### src/rtl/tcp_client_connection_fsm_macros.svh
// ----------------------------------------------------------------------------
// TCP client connection engine - assertion macros
// Concurrent assertion wrappers used by the top-level RTL file of the block.
// ----------------------------------------------------------------------------
`ifndef TCP_CLIENT_CONNECTION_FSM_MACROS_SVH
`define TCP_CLIENT_CONNECTION_FSM_MACROS_SVH

`ifndef NO_ASSERTIONS

// same-cycle implication
`define TCF_ASSERT_IMP(lbl, clk, rst_n, ante, cons, msg) \
  lbl: assert property (@(posedge clk) disable iff (!rst_n) (ante) |-> (cons)) \
    else $error(msg);

// next-cycle implication
`define TCF_ASSERT_NXT(lbl, clk, rst_n, ante, cons, msg) \
  lbl: assert property (@(posedge clk) disable iff (!rst_n) (ante) |=> (cons)) \
    else $error(msg);

`else

`define TCF_ASSERT_IMP(lbl, clk, rst_n, ante, cons, msg)
`define TCF_ASSERT_NXT(lbl, clk, rst_n, ante, cons, msg)

`endif

`endif

### src/rtl/tcf_pkg.sv
// ----------------------------------------------------------------------------
// TCP client connection engine - package
// Widths, codes and structures shared by the engine's modules.
// ----------------------------------------------------------------------------
`default_nettype none

package tcf_pkg;

  // default largest payload per emitted segment
  localparam int MSS_DEFAULT = 1460;

  localparam int SEQ_W   = 32;
  localparam int WIN_W   = 16;
  localparam int LEN_W   = 16;
  localparam int CHUNK_W = 14;
  localparam int CFG_IDX_W = 2;

  // smallest legal TCP header, bytes
  localparam logic [LEN_W-1:0] HDR_BYTES = 16'd20;

  // flag byte bits
  localparam logic [7:0] FL_FIN = 8'h01;
  localparam logic [7:0] FL_SYN = 8'h02;
  localparam logic [7:0] FL_RST = 8'h04;
  localparam logic [7:0] FL_PSH = 8'h08;
  localparam logic [7:0] FL_ACK = 8'h10;

  // action codes
  localparam logic [2:0] ACT_CONNECT = 3'd0;
  localparam logic [2:0] ACT_RETX    = 3'd1;
  localparam logic [2:0] ACT_SEND    = 3'd2;
  localparam logic [2:0] ACT_SEGMENT = 3'd3;
  localparam logic [2:0] ACT_CLOSE   = 3'd4;

  // status codes
  localparam logic [1:0] STS_OK      = 2'd0;
  localparam logic [1:0] STS_INVALID = 2'd1;
  localparam logic [1:0] STS_PROTO   = 2'd2;
  localparam logic [1:0] STS_RESET   = 2'd3;

  // configuration register indexes
  localparam logic [CFG_IDX_W-1:0] REG_TX_ENABLED  = 2'd0;
  localparam logic [CFG_IDX_W-1:0] REG_RECV_WINDOW = 2'd1;

  typedef enum logic [2:0] {
    CS_CLOSED      = 3'd0,
    CS_SYN_SENT    = 3'd1,
    CS_ESTABLISHED = 3'd2,
    CS_FIN_WAIT1   = 3'd3,
    CS_FIN_WAIT2   = 3'd4,
    CS_TIME_WAIT   = 3'd5,
    CS_CLOSE_WAIT  = 3'd6,
    CS_LAST_ACK    = 3'd7
  } conn_state_t;

  // sequencer states
  typedef enum logic [2:0] {
    SEQ_IDLE  = 3'b001,
    SEQ_EXEC  = 3'b010,
    SEQ_CHUNK = 3'b100
  } seq_state_t;

  // one accepted input word
  typedef struct packed {
    logic [2:0]       action;
    logic [SEQ_W-1:0] initial_seq;
    logic [LEN_W-1:0] send_length;
    logic [7:0]       seg_flags;
    logic [SEQ_W-1:0] seg_seq;
    logic [SEQ_W-1:0] seg_ack;
    logic [WIN_W-1:0] seg_window;
    logic [3:0]       seg_data_offset;
    logic [LEN_W-1:0] seg_length;
  } item_t;

  // decision for the current item, with the state after it
  typedef struct packed {
    logic             emit;
    logic [7:0]       flags;
    logic [SEQ_W-1:0] seq;
    logic [1:0]       status;
    logic             start_send;
    conn_state_t      state_nxt;
    logic [SEQ_W-1:0] ack_nxt;
    logic [WIN_W-1:0] wnd_nxt;
  } conn_dec_t;

  // live connection registers
  typedef struct packed {
    conn_state_t      state;
    logic [SEQ_W-1:0] snd_nxt;
    logic [SEQ_W-1:0] rcv_nxt;
    logic [WIN_W-1:0] wnd;
  } conn_view_t;

  // current chunk of a send
  typedef struct packed {
    logic               busy;
    logic               last;
    logic [LEN_W-1:0]   off;
    logic [CHUNK_W-1:0] len;
  } chunk_t;

  // one result word
  typedef struct packed {
    logic               has_segment;
    logic [7:0]         flags;
    logic [SEQ_W-1:0]   seq;
    logic [SEQ_W-1:0]   ack;
    logic [WIN_W-1:0]   window;
    logic [LEN_W-1:0]   chunk_offset;
    logic [CHUNK_W-1:0] chunk_length;
    logic [1:0]         status;
    logic [2:0]         conn_state;
    logic [WIN_W-1:0]   peer_window;
    logic               last;
  } result_t;

endpackage

`default_nettype wire

### src/rtl/tcf_conn.sv
// ----------------------------------------------------------------------------
// TCP client connection engine - connection state
// Holds state, sequence numbers and peer window; decides each item's outcome.
// ----------------------------------------------------------------------------
`default_nettype none

module tcf_conn
  import tcf_pkg::*;
(
  input  wire logic               clk,
  input  wire logic               rst_n,
  input  wire item_t              item_i,
  input  wire logic               tx_en,
  input  wire logic               exec_en,
  input  wire logic               chunk_en,
  input  wire logic [CHUNK_W-1:0] chunk_len,
  output conn_dec_t               dec,
  output conn_view_t              view
);

  conn_state_t      state_r, state_nxt;
  logic [SEQ_W-1:0] snd_next_r, snd_next_nxt;
  logic [SEQ_W-1:0] snd_una_r, snd_una_nxt;
  logic [SEQ_W-1:0] rcv_next_r, rcv_next_nxt;
  logic [WIN_W-1:0] snd_wnd_r, snd_wnd_nxt;

  logic [5:0]       hlen;
  logic [LEN_W-1:0] plen;
  logic             malformed;
  logic             f_fin, f_syn, f_rst, f_ack;
  logic             add_plen, add_one;
  logic [LEN_W:0]   rcv_inc;
  logic [SEQ_W-1:0] rcv_sum;
  logic [SEQ_W-1:0] snd_base;
  logic [LEN_W-1:0] snd_inc;
  logic [SEQ_W-1:0] snd_sum;

  // segment header checks
  assign hlen      = {item_i.seg_data_offset, 2'b00};
  assign malformed = (item_i.seg_length < HDR_BYTES) || ({10'b0, hlen} < HDR_BYTES) ||
                     ({10'b0, hlen} > item_i.seg_length);
  assign plen      = item_i.seg_length - {10'b0, hlen};
  assign f_fin     = (item_i.seg_flags & FL_FIN) != 8'h00;
  assign f_syn     = (item_i.seg_flags & FL_SYN) != 8'h00;
  assign f_rst     = (item_i.seg_flags & FL_RST) != 8'h00;
  assign f_ack     = (item_i.seg_flags & FL_ACK) != 8'h00;

  // receive adder: seq + 1, seq + plen + 1 or seq + plen
  assign add_plen = (state_r == CS_ESTABLISHED);
  assign add_one  = (state_r != CS_ESTABLISHED) || f_fin;
  assign rcv_inc  = (add_plen ? {1'b0, plen} : 17'd0) + {16'b0, add_one};
  assign rcv_sum  = item_i.seg_seq + {15'b0, rcv_inc};

  // send adder operands
  always_comb begin
    snd_base = snd_next_r;
    snd_inc  = 16'd1;
    case (item_i.action)
      ACT_CONNECT: snd_base = item_i.initial_seq;
      ACT_RETX:    snd_base = snd_una_r;
      ACT_SEND:    snd_inc  = item_i.send_length;
      default:     snd_base = snd_next_r;
    endcase
  end
  assign snd_sum = snd_base + {16'b0, snd_inc};

  // outcome of the item
  always_comb begin
    state_nxt      = state_r;
    snd_next_nxt   = snd_next_r;
    snd_una_nxt    = snd_una_r;
    rcv_next_nxt   = rcv_next_r;
    snd_wnd_nxt    = snd_wnd_r;
    dec.emit       = 1'b0;
    dec.flags      = FL_ACK;
    dec.seq        = snd_next_r;
    dec.status     = STS_OK;
    dec.start_send = 1'b0;
    case (item_i.action)
      ACT_CONNECT: begin
        if (state_r != CS_CLOSED) begin
          dec.status = STS_INVALID;
        end else begin
          dec.emit     = 1'b1;
          dec.flags    = FL_SYN;
          dec.seq      = item_i.initial_seq;
          snd_una_nxt  = item_i.initial_seq;
          snd_next_nxt = snd_sum;
          state_nxt    = CS_SYN_SENT;
        end
      end
      ACT_RETX: begin
        if (state_r != CS_SYN_SENT) begin
          dec.status = STS_INVALID;
        end else begin
          dec.emit     = 1'b1;
          dec.flags    = FL_SYN;
          dec.seq      = snd_una_r;
          snd_next_nxt = snd_sum;
        end
      end
      ACT_SEND: begin
        if (state_r != CS_ESTABLISHED) begin
          dec.status = STS_INVALID;
        end else if (!tx_en) begin
          // nothing goes out, sequence space is used all the same
          snd_next_nxt = snd_sum;
        end else begin
          dec.start_send = (item_i.send_length != 16'd0);
        end
      end
      ACT_SEGMENT: begin
        if (malformed) begin
          dec.status = STS_PROTO;
        end else if (f_rst) begin
          state_nxt  = CS_CLOSED;
          dec.status = STS_RESET;
        end else begin
          case (state_r)
            CS_SYN_SENT: begin
              if (f_syn && f_ack) begin
                if (item_i.seg_ack != snd_next_r) begin
                  dec.status = STS_PROTO;
                end else begin
                  rcv_next_nxt = rcv_sum;
                  snd_una_nxt  = item_i.seg_ack;
                  snd_wnd_nxt  = item_i.seg_window;
                  dec.emit     = 1'b1;
                  state_nxt    = CS_ESTABLISHED;
                end
              end
            end
            CS_ESTABLISHED: begin
              if (f_fin) begin
                rcv_next_nxt = rcv_sum;
                dec.emit     = 1'b1;
                state_nxt    = CS_CLOSE_WAIT;
              end else if (f_ack) begin
                if (item_i.seg_ack > snd_una_r) begin
                  snd_una_nxt = item_i.seg_ack;
                end
                snd_wnd_nxt = item_i.seg_window;
                if (plen != 16'd0) begin
                  rcv_next_nxt = rcv_sum;
                  dec.emit     = 1'b1;
                end
              end
            end
            CS_FIN_WAIT1: begin
              if (f_fin && f_ack) begin
                rcv_next_nxt = rcv_sum;
                snd_una_nxt  = item_i.seg_ack;
                dec.emit     = 1'b1;
                state_nxt    = CS_TIME_WAIT;
              end else if (f_ack) begin
                snd_una_nxt = item_i.seg_ack;
                state_nxt   = CS_FIN_WAIT2;
              end else if (f_fin) begin
                rcv_next_nxt = rcv_sum;
                dec.emit     = 1'b1;
                state_nxt    = CS_TIME_WAIT;
              end
            end
            CS_FIN_WAIT2: begin
              if (f_fin) begin
                rcv_next_nxt = rcv_sum;
                dec.emit     = 1'b1;
                state_nxt    = CS_TIME_WAIT;
              end
            end
            CS_LAST_ACK: begin
              if (f_ack) begin
                snd_una_nxt = item_i.seg_ack;
                state_nxt   = CS_CLOSED;
              end
            end
            CS_TIME_WAIT: state_nxt = CS_CLOSED;
            default:      state_nxt = state_r;
          endcase
        end
      end
      ACT_CLOSE: begin
        if ((state_r == CS_ESTABLISHED) || (state_r == CS_CLOSE_WAIT)) begin
          dec.emit     = 1'b1;
          dec.flags    = FL_FIN | FL_ACK;
          snd_next_nxt = snd_sum;
          state_nxt    = (state_r == CS_ESTABLISHED) ? CS_FIN_WAIT1 : CS_LAST_ACK;
        end else begin
          dec.status = STS_INVALID;
        end
      end
      default: dec.status = STS_INVALID;
    endcase
    dec.state_nxt = state_nxt;
    dec.ack_nxt   = rcv_next_nxt;
    dec.wnd_nxt   = snd_wnd_nxt;
  end

  // connection registers
  always_ff @(posedge clk) begin
    if (!rst_n) begin
      state_r    <= CS_CLOSED;
      snd_next_r <= '0;
      snd_una_r  <= '0;
      rcv_next_r <= '0;
      snd_wnd_r  <= 16'hFFFF;
    end else if (exec_en) begin
      state_r    <= state_nxt;
      snd_next_r <= snd_next_nxt;
      snd_una_r  <= snd_una_nxt;
      rcv_next_r <= rcv_next_nxt;
      snd_wnd_r  <= snd_wnd_nxt;
    end else if (chunk_en) begin
      snd_next_r <= snd_next_r + {18'b0, chunk_len};
    end
  end

  assign view.state   = state_r;
  assign view.snd_nxt = snd_next_r;
  assign view.rcv_nxt = rcv_next_r;
  assign view.wnd     = snd_wnd_r;

endmodule

`default_nettype wire

### src/rtl/tcf_chunker.sv
// ----------------------------------------------------------------------------
// TCP client connection engine - send chunker
// Shared subtract/compare unit that cuts a send into MSS chunks, one a cycle while step is high.
// ----------------------------------------------------------------------------
`default_nettype none

module tcf_chunker
  import tcf_pkg::*;
#(
  parameter int MAX_SEG_PAYLOAD = MSS_DEFAULT
) (
  input  wire logic             clk,
  input  wire logic             rst_n,
  input  wire logic             start,
  input  wire logic [LEN_W-1:0] start_len,
  input  wire logic             step,
  output chunk_t                chk
);

  localparam logic [LEN_W-1:0] MSS = LEN_W'(MAX_SEG_PAYLOAD);

  logic             busy_r, busy_nxt;
  logic [LEN_W-1:0] rem_r, rem_nxt;
  logic [LEN_W-1:0] off_r, off_nxt;
  logic             more;
  logic [LEN_W-1:0] cut;

  // one compare and one subtract per chunk
  assign more = rem_r > MSS;
  assign cut  = more ? MSS : rem_r;

  always_comb begin
    busy_nxt = busy_r;
    rem_nxt  = rem_r;
    off_nxt  = off_r;
    if (start) begin
      busy_nxt = 1'b1;
      rem_nxt  = start_len;
      off_nxt  = '0;
    end else if (step && busy_r) begin
      busy_nxt = more;
      rem_nxt  = rem_r - cut;
      off_nxt  = off_r + cut;
    end
  end

  always_ff @(posedge clk) begin
    if (!rst_n) begin
      busy_r <= 1'b0;
    end else begin
      busy_r <= busy_nxt;
    end
  end

  // remaining count and offset are payload
  always_ff @(posedge clk) begin
    rem_r <= rem_nxt;
    off_r <= off_nxt;
  end

  assign chk.busy = busy_r;
  assign chk.last = !more;
  assign chk.off  = off_r;
  assign chk.len  = cut[CHUNK_W-1:0];

endmodule

`default_nettype wire

### src/rtl/tcp_client_connection_fsm.sv
// An item is taken when the engine is idle, and no further item is taken
// until the engine is idle again. Connect, retransmit, close, a received
// segment and any rejected action pass from the accept in SEQ_IDLE to the
// decision in SEQ_EXEC, which updates the connection registers and loads
// the single result word. A send of N bytes while established with
// transmit enabled then moves to SEQ_CHUNK, where the chunker issues one
// segment word per cycle through its shared subtract and compare unit
// while the result register is free, until the last chunk. A send of
// zero bytes, or with transmit disabled, returns to idle after the
// decision. A decision or chunk step waits while the result register
// is still held by out_stall. Configuration writes are always taken
// and must only be made while the engine is idle.
// ----------------------------------------------------------------------------
// TCP client connection engine - top level
// Item sequencer, configuration registers and the result register.
// ----------------------------------------------------------------------------
`default_nettype none

`include "tcp_client_connection_fsm_macros.svh"

module tcp_client_connection_fsm
  import tcf_pkg::*;
#(
  parameter int MAX_SEG_PAYLOAD = MSS_DEFAULT
) (
  input  wire logic                 clk,
  input  wire logic                 rst_n,

  // item input
  input  wire logic                 in_valid,
  output logic                      in_stall,
  input  wire logic [2:0]           in_action,
  input  wire logic [SEQ_W-1:0]     in_initial_seq,
  input  wire logic [LEN_W-1:0]     in_send_length,
  input  wire logic [7:0]           in_seg_flags,
  input  wire logic [SEQ_W-1:0]     in_seg_seq,
  input  wire logic [SEQ_W-1:0]     in_seg_ack,
  input  wire logic [WIN_W-1:0]     in_seg_window,
  input  wire logic [3:0]           in_seg_data_offset,
  input  wire logic [LEN_W-1:0]     in_seg_length,

  // result output
  output logic                      out_valid,
  input  wire logic                 out_stall,
  output logic                      out_has_segment,
  output logic [7:0]                out_flags,
  output logic [SEQ_W-1:0]          out_seq,
  output logic [SEQ_W-1:0]          out_ack,
  output logic [WIN_W-1:0]          out_window,
  output logic [LEN_W-1:0]          out_chunk_offset,
  output logic [CHUNK_W-1:0]        out_chunk_length,
  output logic [1:0]                out_status,
  output logic [2:0]                out_conn_state,
  output logic [WIN_W-1:0]          out_peer_window,
  output logic                      out_last,

  // configuration writes
  input  wire logic                 cfg_valid,
  output logic                      cfg_ready,
  input  wire logic [CFG_IDX_W-1:0] cfg_index,
  input  wire logic [WIN_W-1:0]     cfg_wdata
);

  seq_state_t       seq_state_r, seq_state_nxt;
  item_t            item_r;
  logic             tx_en_r;
  logic [WIN_W-1:0] rcv_wnd_r;
  result_t          res_r, res_nxt;
  logic             out_valid_r, out_valid_nxt;

  logic             in_take;
  logic             out_free;
  logic             exec_go;
  logic             chunk_step;
  logic             res_load;
  conn_dec_t        dec;
  conn_view_t       view;
  chunk_t           chk;

  assign in_take    = in_valid && !in_stall;
  assign out_free   = !out_valid_r || !out_stall;
  assign exec_go    = (seq_state_r == SEQ_EXEC) && out_free;
  assign chunk_step = (seq_state_r == SEQ_CHUNK) && out_free;
  assign res_load   = (exec_go && !dec.start_send) || chunk_step;

  // configuration registers
  assign cfg_ready = 1'b1;
  always_ff @(posedge clk) begin
    if (!rst_n) begin
      tx_en_r   <= 1'b1;
      rcv_wnd_r <= 16'hFFFF;
    end else if (cfg_valid && cfg_ready) begin
      case (cfg_index)
        REG_TX_ENABLED:  tx_en_r   <= cfg_wdata[0];
        REG_RECV_WINDOW: rcv_wnd_r <= cfg_wdata;
        default:         tx_en_r   <= tx_en_r;
      endcase
    end
  end

  // input word capture
  always_ff @(posedge clk) begin
    if (in_take) begin
      item_r.action          <= in_action;
      item_r.initial_seq     <= in_initial_seq;
      item_r.send_length     <= in_send_length;
      item_r.seg_flags       <= in_seg_flags;
      item_r.seg_seq         <= in_seg_seq;
      item_r.seg_ack         <= in_seg_ack;
      item_r.seg_window      <= in_seg_window;
      item_r.seg_data_offset <= in_seg_data_offset;
      item_r.seg_length      <= in_seg_length;
    end
  end

  tcf_conn u_conn (
    .clk       (clk),
    .rst_n     (rst_n),
    .item_i    (item_r),
    .tx_en     (tx_en_r),
    .exec_en   (exec_go),
    .chunk_en  (chunk_step),
    .chunk_len (chk.len),
    .dec       (dec),
    .view      (view)
  );

  tcf_chunker #(
    .MAX_SEG_PAYLOAD (MAX_SEG_PAYLOAD)
  ) u_chunker (
    .clk       (clk),
    .rst_n     (rst_n),
    .start     (exec_go && dec.start_send),
    .start_len (item_r.send_length),
    .step      (chunk_step),
    .chk       (chk)
  );

  // sequencer
  always_comb begin
    seq_state_nxt = seq_state_r;
    case (seq_state_r)
      SEQ_IDLE: begin
        if (in_take) seq_state_nxt = SEQ_EXEC;
      end
      SEQ_EXEC: begin
        if (exec_go) seq_state_nxt = dec.start_send ? SEQ_CHUNK : SEQ_IDLE;
      end
      SEQ_CHUNK: begin
        if (chunk_step && chk.last) seq_state_nxt = SEQ_IDLE;
      end
      default: seq_state_nxt = SEQ_IDLE;
    endcase
  end

  assign in_stall = (seq_state_r != SEQ_IDLE);

  // result word
  always_comb begin
    res_nxt = res_r;
    if (chunk_step) begin
      res_nxt.has_segment  = 1'b1;
      res_nxt.flags        = chk.last ? (FL_ACK | FL_PSH) : FL_ACK;
      res_nxt.seq          = view.snd_nxt;
      res_nxt.ack          = view.rcv_nxt;
      res_nxt.window       = rcv_wnd_r;
      res_nxt.chunk_offset = chk.off;
      res_nxt.chunk_length = chk.len;
      res_nxt.status       = STS_OK;
      res_nxt.conn_state   = view.state;
      res_nxt.peer_window  = view.wnd;
      res_nxt.last         = chk.last;
    end else if (exec_go) begin
      res_nxt.has_segment  = dec.emit && tx_en_r;
      res_nxt.flags        = res_nxt.has_segment ? dec.flags : 8'h00;
      res_nxt.seq          = res_nxt.has_segment ? dec.seq : '0;
      res_nxt.ack          = res_nxt.has_segment ? dec.ack_nxt : '0;
      res_nxt.window       = res_nxt.has_segment ? rcv_wnd_r : '0;
      res_nxt.chunk_offset = '0;
      res_nxt.chunk_length = '0;
      res_nxt.status       = dec.status;
      res_nxt.conn_state   = dec.state_nxt;
      res_nxt.peer_window  = dec.wnd_nxt;
      res_nxt.last         = 1'b1;
    end
  end

  assign out_valid_nxt = res_load || (out_valid_r && out_stall);

  always_ff @(posedge clk) begin
    if (!rst_n) begin
      seq_state_r <= SEQ_IDLE;
      out_valid_r <= 1'b0;
    end else begin
      seq_state_r <= seq_state_nxt;
      out_valid_r <= out_valid_nxt;
    end
  end

  always_ff @(posedge clk) begin
    if (res_load) begin
      res_r <= res_nxt;
    end
  end

  assign out_valid        = out_valid_r;
  assign out_has_segment  = res_r.has_segment;
  assign out_flags        = res_r.flags;
  assign out_seq          = res_r.seq;
  assign out_ack          = res_r.ack;
  assign out_window       = res_r.window;
  assign out_chunk_offset = res_r.chunk_offset;
  assign out_chunk_length = res_r.chunk_length;
  assign out_status       = res_r.status;
  assign out_conn_state   = res_r.conn_state;
  assign out_peer_window  = res_r.peer_window;
  assign out_last         = res_r.last;

  // checks
  `TCF_ASSERT_NXT(a_take_exec, clk, rst_n, in_take, seq_state_r == SEQ_EXEC, "item not decoded")
  `TCF_ASSERT_NXT(a_send_busy, clk, rst_n, exec_go && dec.start_send, chk.busy, "chunker idle")
  `TCF_ASSERT_IMP(a_chunk_busy, clk, rst_n, seq_state_r == SEQ_CHUNK, chk.busy, "chunk lost")

endmodule

`default_nettype wire

### config.mk
export PLATFORM = sky130hd
export DESIGN_NAME = tcp_client_connection_fsm
export DESIGN_NICKNAME = d
export VERILOG_FILES = /design/src/rtl/tcf_pkg.sv /design/src/rtl/tcf_conn.sv /design/src/rtl/tcf_chunker.sv /design/src/rtl/tcp_client_connection_fsm.sv
export VERILOG_INCLUDE_DIRS = /design/src /design/src/rtl
export SDC_FILE = /design/constraint.sdc
export NUM_CORES = 1
export LEC_CHECK = 0
export BUFFER_PORTS_ARGS = -buffer_cell sky130_fd_sc_hd__buf_2
export CORE_MARGIN = 2
export CORE_UTILIZATION = 59
export DETAILED_ROUTE_END_ITERATION = 10
export PLACE_DENSITY = 0.81
export SETUP_SLACK_MARGIN = 0.3
export SYNTH_ARGS = -nofsm -noshare
export SYNTH_HDL_FRONTEND = slang
export SYNTH_SLANG_ARGS = --single-unit
### constraint.sdc
create_clock -name clk -period 15.7 [get_ports clk]
set_input_delay 1.57 -clock clk [delete_from_list [all_inputs] [get_ports clk]]
set_output_delay 1.57 -clock clk [all_outputs]
set_load 0.01 [all_outputs]
# After elaboration in Yosys (flattened, before gate mapping)
# Index checks and enable logic that the tools add are counted.
# totals
wordCells,222
in_bits,182
out_inout_bits,144
reg_bits,466
# classes
magnitude_cmp,5
add_sub_neg,7
eq_ne,37
muxes,104
reduce_logical,37
# op_table
operator,count
$mux W32,30
$pmux W32 S4,3
$mux W16,13
$pmux W32 S2,3
$mux W141,1
$mux W140,1
$mux W41,2
$mux W3,16
$add A32 B14 Y32,1
$add A32 B16 Y32,1
$add A32 B17 Y32,1
$gt A32 B32 Y1,1
$ne A32 B32 Y1,1
$pmux W16 S2,1
$reduce_bool A16 Y1,2
$ne A3 B3 Y1 const B,8
$pmux W8 S3,1
$mux W1,19
$eq A3 B3 Y1 const B,6
$pmux W3 S3,2
$pmux W3 S6,1
$add A17 B1 Y17,1
$add A16 B16 Y16,1
$gt A16 B11 Y1 const B,1
other kinds (31),73

# Logic depth before layout (Yosys ltp)
# depth
word_depth,14
mapped_depth,24
depth_no_buf,22

# Modules after synthesis
# From an unflattened synthesis, not the netlist that was laid out.
# hier_totals
cells_unflattened,2598
area_unflattened_um2,26177.6
# modules_own_cells
mod,n_inst,area_each_um2,seq_area_each_um2,cells_per_inst
tcf_conn,1,11887.7,2302.2,1550
tcp_client_connection_fsm,1,11611.1,9429.0,724
tcf_chunker,1,2678.8,820.8,324

# Worst setup path before layout
# OpenSTA, ideal clock, no wires.
# synth_timing
path_type,in2reg
startpoint,in out_stall
endpoint,reg res_r (netlist bit out_ack[0]) (enable)
n_path_buf,2
setup_ns,0.825
setup_slack_ns,2.740
path_stages,5
required_ns,14.875
arrival_ns,12.136
path_cell_list,and2_1 or3_1 clkbuf_1 clkbuf_1 o21ai_0
# synth_between
elab_chain_cells,6
word_cells_on_any_way,8
classes_between,reduce/logical: 8
# synth_rtl
item,line_no,rtl
from (decl),tcp_client_connection_fsm.sv:44,"input wire logic out_stall,"
$logic_not A1 Y1 *,tcp_client_connection_fsm.sv:81,assign out_free = !out_valid_r || !out_stall;
$logic_or A1 B1 Y1 *,tcp_client_connection_fsm.sv:81,
$logic_and A1 B1 Y1,tcp_client_connection_fsm.sv:82,assign exec_go = (seq_state_r == SEQ_EXEC) && out_free;
$logic_and A1 B1 Y1,tcp_client_connection_fsm.sv:84,assign res_load = (exec_go && !dec.start_send) || chunk_step;
$logic_or A1 B1 Y1,tcp_client_connection_fsm.sv:84,
$reduce_and A2 Y1 (no source line) *,--,
to (signal assigned),tcp_client_connection_fsm.sv:202,res_r <= res_nxt;
to (decl),tcp_client_connection_fsm.sv:68,"result_t res_r, res_nxt;"
# Mark *: on every way between the ends. The rest lies on a longest branch, timed or not.
# A chain may end at the register's enable or synchronous reset.

==> results.json <==
{
  "outcome": "finished, final reports clean",
  "cp.required_ns": 16.01,
  "hp-class": "reg2reg",
  "grt_max_degree": 76,
  "overflow": 0,
  "critPathMaxFanout": 16,
  "syn2layout_area_growth_pct": 14.41,
  "placed_cells": 3111,
  "die_height_um": 207.2,
  "synth_edf_count": 308,
  "worst_clock_skew_ns": 0.02319,
  "clkSlewWorstSetupHoldPaths_ns": 0.06,
  "start_util": 0.5965,
  "die_area_mm2": 0.04292,
  "tns_ns": 0,
  "ys_ff_latch": 461,
  "antenna_cells": 0,
  "routedWlPerCell_um": 20.85,
  "p_per_area_mw_per_mm2": 96.79,
  "report.final.slew_viol_count": 0,
  "seq_area_frac_synth": 0.5055,
  "die_w_um": 207.2,
  "grt_pass1_vias": 19330,
  "crit_type": "reg2reg",
  "vias_per_cell": 6.199,
  "grt_pass1_wl_um": 105400,
  "syn_avg_cell_area_um2": 10.32,
  "antenna_found_initial": 0,
  "setup_viol": 0,
  "gp_congestion": 0.9517,
  "fin_crit_ns": 5.537,
  "place_area_mm2": 0.02633,
  "io_buffers": 316,
  "dr_total_vias": 19830,
  "mappedNetlistArea_mm2": 0.02436,
  "ctsRootBufferMaster": "clkbuf_16",
  "detail-route-antenna-nets": 0,
  "h-tree-depth": 2,
  "fmax_ghz": 0.1806,
  "ys_types": 83,
  "ios": 326,
  "finish.utilization": 0.6825,
  "track_usage": 0.3062,
  "final_cells": 3198,
  "cts_sinks": 461,
  "clk_latency_ns": 0.60,
  "cts_inserted_buffers": 47,
  "layout.nets": 2917,
  "max-vdd-ir-drop_mv": 0.08971,
  "clock_path_buffers": 3,
  "drt_pre_antenna_iters": 10,
  "slew_headroom": 0.2817,
  "final.period_utilization": 0.3527,
  "leakage_nw": 11.02,
  "critPathLaunchType": "flop",
  "cp-end-kind": "flop",
  "cts_setup_buffers": 0,
  "drt_iter0_drc": 2234,
  "drv_cap": 0,
  "core-area_mm2": 0.04083,
  "stdcell_area_mm2": 0.02787,
  "cts-resized-gates": 0,
  "final_cell_mix": "buf_2, edfxtp_1, nand2_1",
  "rows": 74,
  "hold_viol": 0,
  "final_common_cell": "buf_2",
  "drt_wl_total_um": 66680,
  "route.detailed.drc": 0,
  "rsz0062_at_grt": "false",
  "worstPathArrival_ns": 5.85,
  "cts_tree": "done",
  "syn_inst": 2361,
  "ys.flop_type": "edfxtp_1",
  "ctsHoldBuffers": 0,
  "async_flop_share": 0,
  "hpwl_um": 47110,
  "yosysWarningCount": 0,
  "worst_pin_slew_ns": 1.071,
  "drive_above_1_share": 0.1947
}
## logic make-up after synthesis
family / synth area share
other cells: 0.0003083
flops: 0.5055
simple gates: 0.1497
compound gates: 0.1647
xor+xnor: 0.05034
buf+inv: 0.03524
fa+ha+maj: 0.05651
mux: 0.03771
## state kept, by name (all words and copies together), names as in the netlist, 14 cells and up
register,count
item_r,155
out_ack,32
out_chunk_length,14
out_chunk_offset,16
out_peer_window,16
out_seq,32
out_window,16
rcv_wnd_r,16
u_chunker.off_r,16
u_chunker.rem_r,16
u_conn.rcv_next_r,32
u_conn.snd_next_r,32
u_conn.snd_una_r,32
u_conn.snd_wnd_r,16
## power breakdown
group	switching (W)	leakage, nW	internal, W
clock	0.000497	0.746	0.000631
sequential	0.0000326	4.21	0.00133
combinational	0.000126	6.07	0.0000804
total	0.000656	11.0	0.00204
## critical path: stages, from the launching register on
cell and delay (ns):
dfxtp_1 0.66, inv_1 0.21, nor3_2 0.26, and2_1 0.18
ha_1 0.17, nand2_1 0.08, or3b_2 0.49, or4_1 0.51
nor3_1 0.26, xor2_1 0.22, ha_1 0.31, a21o_1 0.19
a21o_1 0.20, a21oi_1 0.21, a211oi_1 0.12, o31ai_1 0.70
nor3_1 0.14, xnor2_1 0.22, o21ai_0 0.12
## cell usage after synthesis, types with 17 or more instances
cell type	count	area, um2
o2bb2ai_1	35	306.5
xnor2_1	68	595.6
nor2_1	155	581.8
nor3_1	53	265.3
o21a_1	18	135.1
a22oi_1	33	247.7
and3_1	39	244.0
or3_1	19	118.9
a22o_1	19	166.4
a21o_1	26	195.2
nand2b_1	21	131.4
buf_2	20	100.1
a31oi_1	17	106.4
a211oi_1	31	232.7
o221a_2	32	360.4
clkbuf_1	105	394.1
xor2_1	72	630.6
nand2_1	260	975.9
a21oi_1	140	700.7
and2_1	36	225.2
o21ai_0	126	630.6
nand3_1	59	295.3
o22ai_1	39	244.0
nor4_1	22	137.6
dfxtp_1	153	3063
mux2i_1	67	670.6
edfxtp_1	308	9249
inv_1	71	266.5
mux2_2	22	247.7
nor2b_1	29	181.4
ha_1	102	1276
## area by class of cell
cell class	count	area (um2)
Clock buffer	57	1224
Clock inverter	30	311.5
Fill cell	3063	12960
Inverter	72	270.3
Multi-Input combinational cell	1703	11300
Sequential cell	461	12310
Tap cell	532	665.6
Timing Repair Buffer	343	1787
## metrics by stage
step	setup slack, ns	power [W]	hold slack (ns)
6_report	10.16	0.002697	0.4649
5_1_grt	9.744	0.002779	0.4929
4_1_cts	10.25	0.002711	0.4700
3_5_place_dp	10.27	0.001590	0.4556
3_3_place_gp	10.43	0.001582	0.4423
2_1_floorplan	2.740	0.001519	0.4326
## worst paths after layout
path / startpoint / to / slack (ns) / depth (start not counted)
worst max register to register: u_conn.state_r[1] / out_ack[26] / 10.16 / 18
worst max-delay path: u_conn.state_r[1] / out_ack[26] / 10.16 / 18
worst min-delay path: rcv_wnd_r[12] / rcv_wnd_r[12] / 0.46 / 2
worst min register to register: rcv_wnd_r[12] / rcv_wnd_r[12] / 0.46 / 2
## per-layer routing
layer / global-route usage / up-vias / wire length (um)
li1: - / 9221 / -
met1: 0.4257 / 9416 / 28100
met2: 0.4795 / 1022 / 30110
met3: 0.05564 / 167 / 6014
met4: 0.1172 / 0 / 2459
met5: 0 / - / 0
(Power assumes the default switching activity.)
